**config.mk**
```make
export PLATFORM = sky130hd
export DESIGN_NAME = lifo_stack_with_search
export DESIGN_NICKNAME = d
export VERILOG_FILES = /design/src/hdl/lss_pkg.sv /design/src/hdl/lss_ram.sv /design/src/hdl/lss_core.sv /design/src/hdl/lifo_stack_with_search.sv
export SDC_FILE = /design/constraint.sdc
export NUM_CORES = 2
export LEC_CHECK = 0
export ABC_CLOCK_PERIOD_IN_PS = 6800
export BUFFER_PORTS_ARGS = -buffer_cell sky130_fd_sc_hd__buf_2
export CAP_MARGIN = 15
export CORE_MARGIN = 2
export CORE_UTILIZATION = 45
export CTS_CLUSTER_SIZE = 8
export DETAILED_ROUTE_END_ITERATION = 6
export PLACE_DENSITY_LB_ADDON = 0.1
export SYNTH_ARGS = -nofsm -noshare
export SYNTH_HDL_FRONTEND = slang
export SYNTH_SLANG_ARGS = --single-unit
```
**constraint.sdc**
```tcl
create_clock -name i_clk -period 6.8 [get_ports i_clk]
set_clock_uncertainty 0.1 [all_clocks]
set_input_delay 1.36 -clock i_clk [delete_from_list [all_inputs] [get_ports i_clk]]
set_output_delay 1.36 -clock i_clk [all_outputs]
set_load 0.01 [all_outputs]
```
**src/hdl/lss_pkg.sv**
```systemverilog
// Shared types and constants for the LIFO stack with search.
// No dependencies; every other file of the block but lss_ram imports this package.
package lss_pkg;

    // Stack geometry
    localparam int STACK_DEPTH = 64;
    localparam int WORD_W      = 32;
    localparam int CNT_W       = $clog2(STACK_DEPTH + 1);
    localparam int ADDR_W      = $clog2(STACK_DEPTH);

    // Operation codes carried in the input tuser
    localparam logic [1:0] KIND_PUSH   = 2'd0;
    localparam logic [1:0] KIND_POP    = 2'd1;
    localparam logic [1:0] KIND_SEARCH = 2'd2;

    // Result status codes
    typedef enum logic [1:0] {
        ST_OK    = 2'd0,
        ST_EMPTY = 2'd1,
        ST_FULL  = 2'd2
    } t_status;

    // Sequencer states
    typedef enum logic [1:0] {
        S_IDLE,
        S_POPWT,
        S_SCAN,
        S_DONE
    } t_state;

    // One result item
    typedef struct packed {
        t_status                   status;
        logic                      found;
        logic signed [WORD_W-1:0]  top_value;
        logic                      is_empty;
    } t_result;

endpackage

```
**src/hdl/lss_ram.sv**
```systemverilog
// Generic single-write, single-read RAM with registered read data.
// No dependencies.
module lss_ram #(
    parameter int W = 32,
    parameter int D = 64
) (
    input  logic                 i_clk,
    input  logic                 i_wr_en,
    input  logic [$clog2(D)-1:0] i_wr_addr,
    input  logic [W-1:0]         i_wr_data,
    input  logic                 i_rd_en,
    input  logic [$clog2(D)-1:0] i_rd_addr,
    output logic [W-1:0]         o_rd_data
);

    logic [W-1:0] r_mem [D];
    logic [W-1:0] r_rd_data;

    // Write port
    always_ff @(posedge i_clk) begin
        if (i_wr_en) begin
            r_mem[i_wr_addr] <= i_wr_data;
        end
    end

    // Registered read port
    always_ff @(posedge i_clk) begin
        if (i_rd_en) begin
            r_rd_data <= r_mem[i_rd_addr];
        end
    end

    assign o_rd_data = r_rd_data;

endmodule

```
**src/hdl/lss_core.sv**
```systemverilog
// Stack sequencer: fill count, top-word register and the shared compare unit
// that walks the store one entry per cycle. Depends on lss_pkg and drives lss_ram.
module lss_core
    import lss_pkg::*;
(
    input  logic               i_clk,
    input  logic               i_rst_n,
    // operation item
    input  logic               i_in_valid,
    output logic               o_in_ready,
    input  logic [1:0]         i_kind,
    input  logic [WORD_W-1:0]  i_value,
    // store port
    output logic               o_wr_en,
    output logic [ADDR_W-1:0]  o_wr_addr,
    output logic [WORD_W-1:0]  o_wr_data,
    output logic               o_rd_en,
    output logic [ADDR_W-1:0]  o_rd_addr,
    input  logic [WORD_W-1:0]  i_rd_data,
    // result item
    output logic               o_res_valid,
    input  logic               i_res_ready,
    output t_result            o_res
);

    localparam logic [CNT_W-1:0] FULL_CNT = CNT_W'(STACK_DEPTH);

    t_state              r_state, n_state;
    logic [CNT_W-1:0]    r_cnt, n_cnt;
    logic [WORD_W-1:0]   r_top, n_top;
    logic [WORD_W-1:0]   r_word, n_word;
    t_status             r_status, n_status;
    logic                r_found, n_found;
    logic [ADDR_W-1:0]   r_ptr, n_ptr;
    logic [CNT_W-1:0]    r_left, n_left;
    logic                r_pend, n_pend;

    logic                accept;
    logic                hit;
    logic [CNT_W-1:0]    cnt_m1;
    logic [CNT_W-1:0]    cnt_m2;

    assign accept = i_in_valid && (r_state == S_IDLE);
    assign hit    = r_pend && (i_rd_data == r_word);
    assign cnt_m1 = r_cnt - CNT_W'(1);
    assign cnt_m2 = r_cnt - CNT_W'(2);

    // Next state
    always_comb begin
        n_state = r_state;
        case (r_state)
            S_IDLE: begin
                if (accept) begin
                    case (i_kind)
                        KIND_POP:    n_state = (r_cnt > CNT_W'(1)) ? S_POPWT : S_DONE;
                        KIND_SEARCH: n_state = (r_cnt != '0) ? S_SCAN : S_DONE;
                        default:     n_state = S_DONE;
                    endcase
                end
            end
            S_POPWT: n_state = S_DONE;
            S_SCAN: begin
                if (hit || (r_pend && (r_left == '0))) begin
                    n_state = S_DONE;
                end
            end
            S_DONE: begin
                if (i_res_ready) begin
                    n_state = S_IDLE;
                end
            end
            default: n_state = S_IDLE;
        endcase
    end

    // Datapath and store control
    always_comb begin
        n_cnt     = r_cnt;
        n_top     = r_top;
        n_word    = r_word;
        n_status  = r_status;
        n_found   = r_found;
        n_ptr     = r_ptr;
        n_left    = r_left;
        n_pend    = r_pend;
        o_wr_en   = 1'b0;
        o_wr_addr = r_cnt[ADDR_W-1:0];
        o_wr_data = i_value;
        o_rd_en   = 1'b0;
        o_rd_addr = r_ptr;
        case (r_state)
            S_IDLE: begin
                if (accept) begin
                    n_status = ST_OK;
                    n_found  = 1'b0;
                    n_word   = i_value;
                    case (i_kind)
                        KIND_PUSH: begin
                            if (r_cnt == FULL_CNT) begin
                                n_status = ST_FULL;
                            end else begin
                                o_wr_en = 1'b1;
                                n_top   = i_value;
                                n_cnt   = r_cnt + CNT_W'(1);
                            end
                        end
                        KIND_POP: begin
                            if (r_cnt == '0) begin
                                n_status = ST_EMPTY;
                            end else begin
                                n_cnt = cnt_m1;
                                // fetch the word that becomes the new top
                                if (r_cnt > CNT_W'(1)) begin
                                    o_rd_en   = 1'b1;
                                    o_rd_addr = cnt_m2[ADDR_W-1:0];
                                end
                            end
                        end
                        KIND_SEARCH: begin
                            if (r_cnt == '0) begin
                                n_status = ST_EMPTY;
                            end else begin
                                n_left = r_cnt;
                                n_ptr  = cnt_m1[ADDR_W-1:0];
                                n_pend = 1'b0;
                            end
                        end
                        default: ;
                    endcase
                end
            end
            S_POPWT: n_top = i_rd_data;
            S_SCAN: begin
                // issue the next read from the top down, compare the last one
                if (r_left != '0) begin
                    o_rd_en = 1'b1;
                    n_ptr   = r_ptr - ADDR_W'(1);
                    n_left  = r_left - CNT_W'(1);
                end
                n_pend = (r_left != '0);
                if (hit) begin
                    n_found = 1'b1;
                end
            end
            default: ;
        endcase
    end

    // Registers
    always_ff @(posedge i_clk) begin
        if (!i_rst_n) begin
            r_state <= S_IDLE;
            r_cnt   <= '0;
            r_pend  <= 1'b0;
        end else begin
            r_state <= n_state;
            r_cnt   <= n_cnt;
            r_pend  <= n_pend;
        end
    end

    always_ff @(posedge i_clk) begin
        r_top    <= n_top;
        r_word   <= n_word;
        r_status <= n_status;
        r_found  <= n_found;
        r_ptr    <= n_ptr;
        r_left   <= n_left;
    end

    // Outputs
    assign o_in_ready      = (r_state == S_IDLE);
    assign o_res_valid     = (r_state == S_DONE);
    assign o_res.status    = r_status;
    assign o_res.found     = r_found;
    assign o_res.top_value = (r_cnt == '0) ? '0 : $signed(r_top);
    assign o_res.is_empty  = (r_cnt == '0);

    // Fill count never passes the depth
    a_cnt_bound: assert property (@(posedge i_clk) disable iff (!i_rst_n)
        r_cnt <= FULL_CNT)
        else $error("fill count above depth");

    // A push that fits grows the stack by one
    a_push_grows: assert property (@(posedge i_clk) disable iff (!i_rst_n)
        (accept && (i_kind == KIND_PUSH) && (r_cnt != FULL_CNT))
        |=> (r_cnt == $past(r_cnt) + CNT_W'(1)))
        else $error("push did not grow the stack");

    // The scan pointer stays inside the filled part of the store
    a_scan_ptr: assert property (@(posedge i_clk) disable iff (!i_rst_n)
        ((r_state == S_SCAN) && (r_left != '0)) |-> (CNT_W'(r_ptr) < r_cnt))
        else $error("scan pointer outside filled entries");

    // The store is only written when an item is taken
    a_wr_idle: assert property (@(posedge i_clk) disable iff (!i_rst_n)
        o_wr_en |-> accept)
        else $error("store write outside accept");

endmodule

```
**src/hdl/lifo_stack_with_search.sv**
```systemverilog
// Top level of the LIFO stack with search: stream ports and output register.
// Depends on lss_pkg, lss_core and lss_ram.

// A 64-word stack of signed 32-bit words. Each input item is a push, pop or
// search; each yields one result item with status, search outcome, top word
// and empty flag. The block takes one item at a time. A pop reads the new top
// word back from the store when more than one word is left, and a search
// compares the stored words from the top entry down, since the store's single
// read port feeds one compare per cycle; a match ends the search early, and an
// empty stack is not searched. A result waits in an output register, so the
// next item is taken while it is still unread; a further result that finds
// that register still full holds the block until the waiting one is taken.
// The store needs no clearing pass after reset: the fill count guards every
// read.
module lifo_stack_with_search
    import lss_pkg::*;
(
    input  logic        i_clk,
    input  logic        i_rst_n,
    input  logic        i_s_axis_tvalid,
    output logic        o_s_axis_tready,
    input  logic [31:0] i_s_axis_tdata,   // [31:0] value
    input  logic [1:0]  i_s_axis_tuser,   // [1:0] kind
    output logic        o_m_axis_tvalid,
    input  logic        i_m_axis_tready,
    output logic [39:0] o_m_axis_tdata    // [1:0] status, [2] found,
                                          // [34:3] top_value, [35] is_empty
);

    logic               wr_en;
    logic [ADDR_W-1:0]  wr_addr;
    logic [WORD_W-1:0]  wr_data;
    logic               rd_en;
    logic [ADDR_W-1:0]  rd_addr;
    logic [WORD_W-1:0]  rd_data;
    logic               res_valid;
    logic               res_ready;
    t_result            res;

    logic               r_out_valid;
    t_result            r_out;

    lss_core u_core (
        .i_clk       (i_clk),
        .i_rst_n     (i_rst_n),
        .i_in_valid  (i_s_axis_tvalid),
        .o_in_ready  (o_s_axis_tready),
        .i_kind      (i_s_axis_tuser),
        .i_value     (i_s_axis_tdata),
        .o_wr_en     (wr_en),
        .o_wr_addr   (wr_addr),
        .o_wr_data   (wr_data),
        .o_rd_en     (rd_en),
        .o_rd_addr   (rd_addr),
        .i_rd_data   (rd_data),
        .o_res_valid (res_valid),
        .i_res_ready (res_ready),
        .o_res       (res)
    );

    lss_ram #(
        .W (WORD_W),
        .D (STACK_DEPTH)
    ) u_store (
        .i_clk     (i_clk),
        .i_wr_en   (wr_en),
        .i_wr_addr (wr_addr),
        .i_wr_data (wr_data),
        .i_rd_en   (rd_en),
        .i_rd_addr (rd_addr),
        .o_rd_data (rd_data)
    );

    // Output register: free when empty or being drained this cycle
    assign res_ready = !r_out_valid || i_m_axis_tready;

    always_ff @(posedge i_clk) begin
        if (!i_rst_n) begin
            r_out_valid <= 1'b0;
        end else if (res_ready) begin
            r_out_valid <= res_valid;
        end
    end

    always_ff @(posedge i_clk) begin
        if (res_ready && res_valid) begin
            r_out <= res;
        end
    end

    assign o_m_axis_tvalid = r_out_valid;
    assign o_m_axis_tdata  = {4'b0000, r_out.is_empty, r_out.top_value,
                              r_out.found, r_out.status};

endmodule

```
==> qor.txt <==
commonest non-fill, non-tap cells in the layout: edfxtp_1 (2196), mux4_2 (508), clkbuf_16 (330)
Pint: 25800 uW
CP max FO: 36
starting density of the core: 0.453
Avg Inst Size Synth: 22.9 um2
Sink Count: 2207
critical path class: flop to flop
Seq cells post-synth: 2207
Post-CTS Setup Inserts: 0
post-synthesis cell type count: 59
Die ar.: 0.190 mm2
Mapped Area: 0.0838 mm2
Reg power frac: 0.460
Rel. slew slack: 0.0791
Mapped Cells: 3667
pwr dens: 348 mW/mm2
PortBufs: 75
VDD IR max: 247 uV
clock buffer depth: 4
Hold WS: 0.330 ns
num ports: 80
status: finished clean
Setup crit start kind: flop
CTS HTree Levels: 5
first-pass detailed-route iteration total: 5
WP data arrival: 6.40 ns
Root Driver: clkbuf_16
CTS tree: yes
Sw Pwr: 8240 uW
Gates resized, CTS repair: 0
via count: 41360
row cnt: 158
design area: 0.0978 mm2
core area: 0.185 mm2
Post-Layout Cell Count: 6652
fmax: 170 MHz
clock share of power: 0.409
period utilization: 0.865
Slew @ Worst Pin: 1.38 ns
Hold Vio Cnt, Final: 0
share of cells above drive strength 1: 0.310
Req. time, crit path: 7.32 ns
initial antenna violation count: 21
pin count of the biggest net entering global routing: 67
Layout Nets: 4179
CTS buffer count: 326
Die X: 436 um
Hold Crit Class: flop to flop
Leak Pwr: 0.0305 uW
Inst Count DP: 6273
fraction of registers with async set/reset: 0
setup TNS: 0 ns
Clock Latency Late Sink: 0.92 ns
sequential fraction of the synthesis area: 0.789
grt total ovfl: 0
GRT Resource Usage Total: 0.256
GPL Wtd Cong: 0.868
final setup violation count: 0
combinational power share: 0.131
area grow syn2layout: 16.7%
Post-synth top flop: edfxtp_1
WL final: 242000 um
clock-pin slew on the worst setup and hold paths: 0.05 ns
switch share: 0.242
RSZ-0062 raised after global routing: no
Vias/cell: 6.22
Final min period: 5.88 ns
vias in the first global route: 41351
number of remaining DRC errors: 0
Post-synth EDFFs: 2196
quantity of hold-fixing buffers added after cts: 0
Max-cap violations: 0
Area after DPL: 0.0893 mm2
Starting DRT DRC Count: 5048
YS warnings: 0
Crit. End Element: flop
WL/cell: 36.4 um
first-pass GRT wire length: 336000 um
DP HPWL: 138000 um
commonest non-fill, non-tap cell in the layout: edfxtp_1
antenna-violating nets left: 0
Die Ht: 436 um
Slew Limit Fails: 0
registers in the layout, summed over array words and instances, names as in the netlist:
register / cells
u_core.r_left: 7
u_core.r_found: 1
o_m_axis_tvalid: 1
u_core.r_status: 2
u_store.o_rd_data: 32
u_core.r_state: 2
u_core.r_pend: 1
u_core.r_cnt: 7
u_core.r_word: 32
u_store.r_mem: 2048
u_core.r_ptr: 6
u_core.r_top: 32
o_m_axis_tdata: 36
per-layer routing:
| metal | track usage | wire [um] |
|---|---|---|
| met1 | 0.368 | 100000 |
| met5 | 0 | 13 |
| met4 | 0.0791 | 7670 |
| met3 | 0.0440 | 19300 |
| met2 | 0.402 | 115000 |
through the flow:
stage	total power [uW]	util	worst slack, ns
after floorplan	18500	-	1.73
after global placement	20400	0.482	0.296
after detailed placement	20400	0.482	0.257
after CTS	34300	0.528	0.909
after global routing	35100	0.528	0.819
final	34000	0.528	0.920
cell families (layout without fill, tap and decap cells):
| family | after synthesis | count (layout) | synth area share |
|---|---|---|---|
| buf+inv | 216 | 717 | 0.0120 |
| other cells | 1 | 5 | 0.0000447 |
| compound gates | 314 | 314 | 0.0285 |
| mux | 547 | 547 | 0.142 |
| xor+xnor | 53 | 53 | 0.00554 |
| fa+ha+maj | 19 | 19 | 0.00284 |
| simple gates | 310 | 310 | 0.0202 |
| flops | 2207 | 2207 | 0.789 |
area by class of cell:
type | instances | area [um2]
fillers | 14331 | 87500
repair buffers | 324 | 2750
clock inverters | 7 | 55.1
well taps | 2480 | 3100
inverters | 16 | 60.1
clock buffers | 370 | 8410
flip-flops and latches | 2207 | 66200
multi-input cells | 1247 | 17200
diodes | 1 | 2.50
synthesized netlist by cell type, types with 16 or more instances:
| cell type | count | area share |
|---|---|---|
| nand2_1 | 40 | 0.0018 |
| a21oi_1 | 18 | 0.0011 |
| and4_1 | 31 | 0.0032 |
| mux2_2 | 33 | 0.0044 |
| and2_1 | 35 | 0.0026 |
| nor2_1 | 94 | 0.0042 |
| ha_1 | 19 | 0.0028 |
| a22oi_1 | 195 | 0.017 |
| inv_1 | 16 | 0.00072 |
| a221oi_1 | 31 | 0.0032 |
| mux4_2 | 508 | 0.14 |
| nand4_1 | 42 | 0.0031 |
| a22o_1 | 30 | 0.0031 |
| edfxtp_1 | 2196 | 0.79 |
| buf_4 | 29 | 0.0026 |
| buf_2 | 41 | 0.0024 |
| xnor2_1 | 41 | 0.0043 |
| clkbuf_1 | 112 | 0.0050 |
path summary, 6_finish.rpt:
kind | slack, ns | cells past startpoint | startpoint | endpoint
setup / recovery | 0.92 | 13 | u_core.r_cnt[0]$_SDFFE_PN0P_ | u_store.o_rd_data[6]$_DFFE_PP_
hold / removal | 0.33 | 0 | u_core.r_status[1]$_DFFE_PP_ | o_m_axis_tdata[1]$_DFFE_PP_
setup reg to reg | 0.92 | 13 | u_core.r_cnt[0]$_SDFFE_PN0P_ | u_store.o_rd_data[6]$_DFFE_PP_
hold reg to reg | 0.33 | 0 | u_core.r_status[1]$_DFFE_PP_ | o_m_axis_tdata[1]$_DFFE_PP_
power by group through the flow:
stage	registers (uW)	logic, uW	clock network [uW]
final	15700	4470	13900
after global routing	15600	4720	14700
after CTS	15600	4520	14100
after detailed placement	15900	4510	0
after global placement	15900	4500	0
after floorplan	15700	2710	0
worst max-delay path: stages, from the launching register on:
cell and delay (ns):
dfxtp_1 0.66, inv_1 0.20, ha_1 0.32, o21ba_2 0.24, o21ai_2 0.29, nand2_4 0.16
a2bb2oi_4 0.80, buf_12 0.39, buf_4 0.38, mux4_2 0.55, a22o_1 0.24, a221oi_1 0.85
buf_4 0.25, nand4_1 0.10
Note: power is estimated with default switching activity, not from simulation.
